`config.mk`:
```
export PLATFORM = sky130hd
export DESIGN_NAME = nmp_cmd_fifo
export DESIGN_NICKNAME = d
export VERILOG_FILES = /design/src/rtl/nmp_pkg.sv /design/src/rtl/nmp_cmd_fifo.sv
export SDC_FILE = /design/constraint.sdc
export NUM_CORES = 1
export LEC_CHECK = 0
export ABC_AREA = 1
export BUFFER_PORTS_ARGS = -buffer_cell sky130_fd_sc_hd__buf_2
export CORE_ASPECT_RATIO = 1.5
export CORE_MARGIN = 2
export CORE_UTILIZATION = 52
export DETAILED_ROUTE_END_ITERATION = 16
export GPL_TIMING_DRIVEN = 0
export PLACE_DENSITY = 0.79
export SYNTH_ARGS = -nofsm -noshare
export SYNTH_HDL_FRONTEND = slang
export SYNTH_SLANG_ARGS = --single-unit
```
`constraint.sdc`:
```
create_clock -name clk -period 4.21 [get_ports clk]
set_input_delay 0.421 -clock clk [delete_from_list [all_inputs] [get_ports clk]]
set_output_delay 0.421 -clock clk [all_outputs]
set_load 0.02 [all_outputs]
```
`src/rtl/nmp_pkg.sv`:
```
// Package for the MIDI note pairing table: field widths, message and result
// codes, the command passed from front to back, and the sequencer states.
// No dependencies.
package nmp_pkg;

  // Field widths of the request and result items.
  localparam int KIND_W   = 2;
  localparam int CHAN_W   = 4;
  localparam int PITCH_W  = 7;
  localparam int VEL_W    = 7;
  localparam int TS_W     = 32;
  localparam int STATUS_W = 2;
  localparam int DFLT_W   = 16;

  // Pitches per channel; the table key is channel * 128 + pitch.
  localparam int PITCH_SPAN = 128;

  // One pending entry holds velocity and note-on time.
  localparam int PEND_W = VEL_W + TS_W;

  // Request kinds.
  localparam logic [KIND_W-1:0] KIND_ON    = 2'd0;
  localparam logic [KIND_W-1:0] KIND_OFF   = 2'd1;
  localparam logic [KIND_W-1:0] KIND_DRAIN = 2'd2;

  // Result status codes.
  localparam logic [STATUS_W-1:0] STAT_PAIRED = 2'd0;
  localparam logic [STATUS_W-1:0] STAT_HUNG   = 2'd1;
  localparam logic [STATUS_W-1:0] STAT_EMPTY  = 2'd2;

  // Reset value of the default duration register.
  localparam logic [DFLT_W-1:0] DFLT_DUR_RST = 16'd480;

  // Operations that survive classification.
  typedef enum logic [1:0] {
    OP_ON,
    OP_OFF,
    OP_DRAIN
  } cmd_op_t;

  // Command held in the queue between front and back.
  typedef struct packed {
    cmd_op_t              op;
    logic [CHAN_W-1:0]    chan;
    logic [PITCH_W-1:0]   pitch;
    logic [VEL_W-1:0]     vel;
    logic [TS_W-1:0]      ts;
  } cmd_t;

  // Queue status seen by both sides.
  typedef struct packed {
    logic empty;
    logic full;
  } fifo_stat_t;

  // Back-end sequencer states.
  typedef enum logic [2:0] {
    SEQ_IDLE,
    SEQ_EXEC,
    SEQ_SCAN1,
    SEQ_SCAN2,
    SEQ_DROW,
    SEQ_DEMIT
  } seq_state_t;

endpackage

```
`src/rtl/nmp_cmd_fifo.sv`:
```
// Two-entry command queue between the front and back ends of the note
// pairing table. Depends on nmp_pkg.
module nmp_cmd_fifo (
  input  logic                clk,
  input  logic                rst_n,
  input  logic                push,
  input  nmp_pkg::cmd_t       push_cmd,
  input  logic                pop,
  output nmp_pkg::cmd_t       head_cmd,
  output nmp_pkg::fifo_stat_t stat
);
  import nmp_pkg::*;

  cmd_t       ent_r [2];
  logic       wr_ptr_r, wr_ptr_nxt;
  logic       rd_ptr_r, rd_ptr_nxt;
  logic [1:0] cnt_r, cnt_nxt;

  assign stat.empty = (cnt_r == 2'd0);
  assign stat.full  = (cnt_r == 2'd2);
  assign head_cmd   = ent_r[rd_ptr_r];

  // Pointer and fill count update.
  always_comb begin
    wr_ptr_nxt = push ? !wr_ptr_r : wr_ptr_r;
    rd_ptr_nxt = pop ? !rd_ptr_r : rd_ptr_r;
    cnt_nxt    = cnt_r + 2'(push) - 2'(pop);
  end

  always_ff @(posedge clk) begin
    if (!rst_n) begin
      wr_ptr_r <= 1'b0;
      rd_ptr_r <= 1'b0;
      cnt_r    <= 2'd0;
    end else begin
      wr_ptr_r <= wr_ptr_nxt;
      rd_ptr_r <= rd_ptr_nxt;
      cnt_r    <= cnt_nxt;
    end
  end

  // Entry storage needs no reset.
  always_ff @(posedge clk) begin
    if (push) begin
      ent_r[wr_ptr_r] <= push_cmd;
    end
  end

endmodule

```
=== Word-level counts from Yosys, hierarchy flattened ===
Memories as Yosys holds them, arrays and structs flattened. A register that Yosys moved wholly into a read port is not among the register bits.
Index checks and enable logic that the tools add are counted.

* $add $sub $neg: 2
* Equality and inequality tests: 1
* Mux-type cells: 4
* Reductions and logical operators: 3

{| class="wikitable"
|+ Operator list
! kind !! number
|-
| two-way mux 1 bit || 4
|-
| adder 2 x 1 -> 2 bit || 1
|-
| == test 2 bit, second input constant || 1
|-
| logical NOT 1 bit || 2
|-
| logical NOT 2 bit || 1
|-
| subtractor 2 x 1 -> 2 bit || 1
|}

* Bits in registers: 4
* RAM bits: 104
* Input port bits: 56
* Output and inout port bits: 54
* Logic and storage cells: 14
* Memories kept: 1

{| class="wikitable"
|+ Memories
! memory !! words !! width !! read ports !! clocked after Yosys merged registers in !! wr ports !! line !! source
|-
| ent_r || 2 || 52 || 1 || 1 || 1 || nmp_cmd_fifo.sv:14 || <nowiki>cmd_t ent_r [2];</nowiki>
|}

=== Depth between registers and ports, before layout ===
* Word-level depth: 3
* Depth in mapped cells: 7
* Depth with buffers taken out: 7

=== Worst setup path after synthesis ===
No wires, ideal clock.

* Kind: input to register
* From: in push
* To: mem ent_r[0][0] (netlist bit) (enable)
* Library setup time: 463 ps
* Arrival time: 2644 ps
* Required time: 3747 ps
* Setup slack: 1102 ps
* Stages: 2
* Buffers on the path: 0
* Cells stage by stage: inv_1 > nor2_1

* Longest elaborated chain between the ends: 2

{| class="wikitable"
|+ Ends and longest elaborated chain
! element !! line !! source
|-
| start, declared || nmp_cmd_fifo.sv:6 || <nowiki>input logic push,</nowiki>
|-
| two-way mux 1 bit || nmp_cmd_fifo.sv:44 || <nowiki>if (push) begin</nowiki>
|-
| two-way mux 1 bit (not written as such) || nmp_cmd_fifo.sv:45 || <nowiki>ent_r[wr_ptr_r] <= push_cmd;</nowiki>
|-
| end, declared || nmp_cmd_fifo.sv:14 ||
|}

Every way passes these cells.

==> flow_summary.json <==
{
  "cp.depth": 4,
  "required_ps": 3790,
  "ys_ff_latch": 109,
  "cts_resized": 0,
  "syn-cell-area_um2": 4230,
  "drt_iter0_drc": 75,
  "crit_family": "buffers and inverters",
  "pwr_density_cell_nw_per_um2": 451,
  "max-vdd-ir-drop_mv": 0.384,
  "yosys_warnings": 0,
  "min_to": "ent_r[1][6]$_DFFE_PP_",
  "grt_max_degree": 32,
  "fmax_ghz": 0.529,
  "rows": 40,
  "n_fill_cell": 553,
  "crit_fanout": 10,
  "cp_cell_sequence": "buf_6 > buf_12 > mux2_4 > buf_2",
  "antenna_found_initial": 0,
  "yosysMostFrequentCell": "edfxtp_1",
  "core-area_um2": 7960,
  "arrival_ps": 1470,
  "ys_types": 12,
  "die_h_um": 115,
  "dieWidth_um": 77.7,
  "async_flop_share": 0,
  "holdPathStages": 1,
  "antenna_cells": 0,
  "vias": 2071,
  "r2r_cells": 3,
  "period_share": 0.449,
  "numCtsBuffers": 9,
  "clockRootBuffer": "clkbuf_16",
  "power_leakage_nw": 2.15,
  "via_per_inst": 4.84,
  "critPathKind": "reg -> out",
  "drv_cap": 0,
  "hp-class": "in -> reg",
  "critPathCaptureType": "output port",
  "dpl.cell_count": 412,
  "gp_congestion": 0.672,
  "finalNetCount": 376,
  "cts_tree": "done",
  "netlist_instances": 195,
  "rrSetupSlack_ps": 2690,
  "syn_nets": 253,
  "rr_startpoint": "wr_ptr_r$_SDFFE_PN0P_",
  "cts_setup_buffers": 0,
  "cp_num_buf_inv": 3,
  "fin_skew_ps": 4.76,
  "synth_top_cell_area_share": 0.738,
  "critPathLaunchType": "register",
  "area_growth_pct": 24.6,
  "wl_per_cell_um": 15.4,
  "critPathSlowestCell": "dfxtp_1",
  "grt_first_pass_wirelength_um": 9900,
  "ant_nets": 0,
  "worst_pin_slew_ps": 519,
  "run_status": "completed",
  "drt_pass1_iterations": 4,
  "postCtsHoldBufs": 0,
  "grt_remaining_overflow": 0,
  "critPathMaxStageDelay_ps": 320,
  "cts_sinks": 109,
  "syn_avg_cell_area_um2": 21.7,
  "clk_latency_ps": 340,
  "fin_crit_ps": 1890,
  "numPortBuffers": 109,
  "grt_setup_unrepaired": "no",
  "maxSlewHeadroom": 0.654,
  "ys_seq_area_frac": 0.761,
  "slew_violations": 0,
  "min_from": "push_cmd[6]",
  "synthFlopType": "edfxtp_1",
  "clk_pin_slew_ps": 70,
  "instances_no_fill": 428,
  "pin_count": 110,
  "grt_pass1_vias": 2086,
  "layout_setup_ws_ps": 2320,
  "cts.htree.levels": 3,
  "dieArea_um2": 8890,
  "wl_um": 6590,
  "rr_endpoint": "ent_r[1][33]$_DFFE_PP_",
  "cts_buffer_depth": 2,
  "hpwlAfterDp_um": 4720,
  "grt_util_all_layers": 0.152,
  "finalHoldViolations": 0,
  "synth_enable_flop_cells": 104,
  "dp_slack_ps": 2480,
  "synth_top_area_cell": "edfxtp_1",
  "start_util": 0.532,
  "drive_above_1_share": 0.576,
  "synth_top_cells_by_area": "edfxtp_1 74%, mux2_4 18%, buf_12 2.4%",
  "yosys-top-cells-count": "104 x edfxtp_1, 50 x mux2_4, 9 x nor2_1",
  "setup_violations": 0,
  "drc_errors": 0
}
[how the worst max path moves through the flow]
stage	endpoint	slack (ps)	start
after floorplan	ent_r[0][0]$_DFFE_PP_	1100	push
after global placement	ent_r[0][36]$_DFFE_PP_	-140	push
after detailed placement	ent_r[0][36]$_DFFE_PP_	2480	push
after CTS	head_cmd[47]	2300	register
after global routing	head_cmd[24]	2270	register
final	head_cmd[23]	2320	register
[stage by stage]
step / hold slack, ps / power (W) / area, um^2 / TNS (ps) / utilization
finish: 270 / 0.00238 / 5280 / 0 / 0.663
global route: 260 / 0.00245 / 5280 / 0 / 0.663
CTS: 256 / 0.00240 / 5280 / 0 / 0.663
detailed placement: 507 / 0.00162 / 4990 / 0 / 0.627
global placement: 475 / 0.00160 / 4910 / -7230 / 0.617
floorplan: 463 / 0.00150 / 4230 / 0 / -
[power breakdown]
| group | internal, W | total (W) | switching, W |
|---|---|---|---|
| sequential | 0.00125 | 0.00127 | 0.0000161 |
| clock | 0.000455 | 0.000791 | 0.000337 |
| combinational | 0.000151 | 0.000318 | 0.000166 |
| total | 0.00186 | 0.00238 | 0.000519 |
[per-layer routing]
metal  vias to the layer above  wire, um  global-route usage
met5                         -         0                   0
met4                         0       167              0.0893
met3                        11       278              0.0339
met2                        63      3680               0.276
met1                      1002      2470               0.159
li1                        995         -                   -
[sequential cells by signal (all words and copies together), names as in the netlist, named ones only]
signal	count
cnt_r	2
ent_r	104
rd_ptr_r	1
wr_ptr_r	1
[kinds of logic after synthesis]
family / synth area share
and+or+nand+nor: 0.0163
DFF: 0.761
buffers and inverters: 0.0325
muxes: 0.183
AOI/OAI and AO/OA: 0.00118
adders and majority gates: 0.00591
[cells in the final DEF, fill, tap and decap left out, drive strengths merged]
master	n
nor2	9
bufinv	1
inv	7
buf	118
nand2	8
ha	2
nand3	1
clkinv	5
mux2	52
edfxtp	104
dfxtp	5
a21oi	1
clkbuf	10
[area by class of cell]
class / count / area (um^2) / share of cell area
sequential: 109 / 3220 / 0.611
multi-input combinational: 73 / 880 / 0.167
timing repair buffer: 112 / 621 / 0.118
clock buffer: 10 / 229 / 0.0434
tap: 105 / 131 / 0.0249
buffer: 6 / 111 / 0.0211
clock inverter: 6 / 53.8 / 0.0102
inverter: 7 / 26.3 / 0.00498
(Power assumes the default switching activity.)
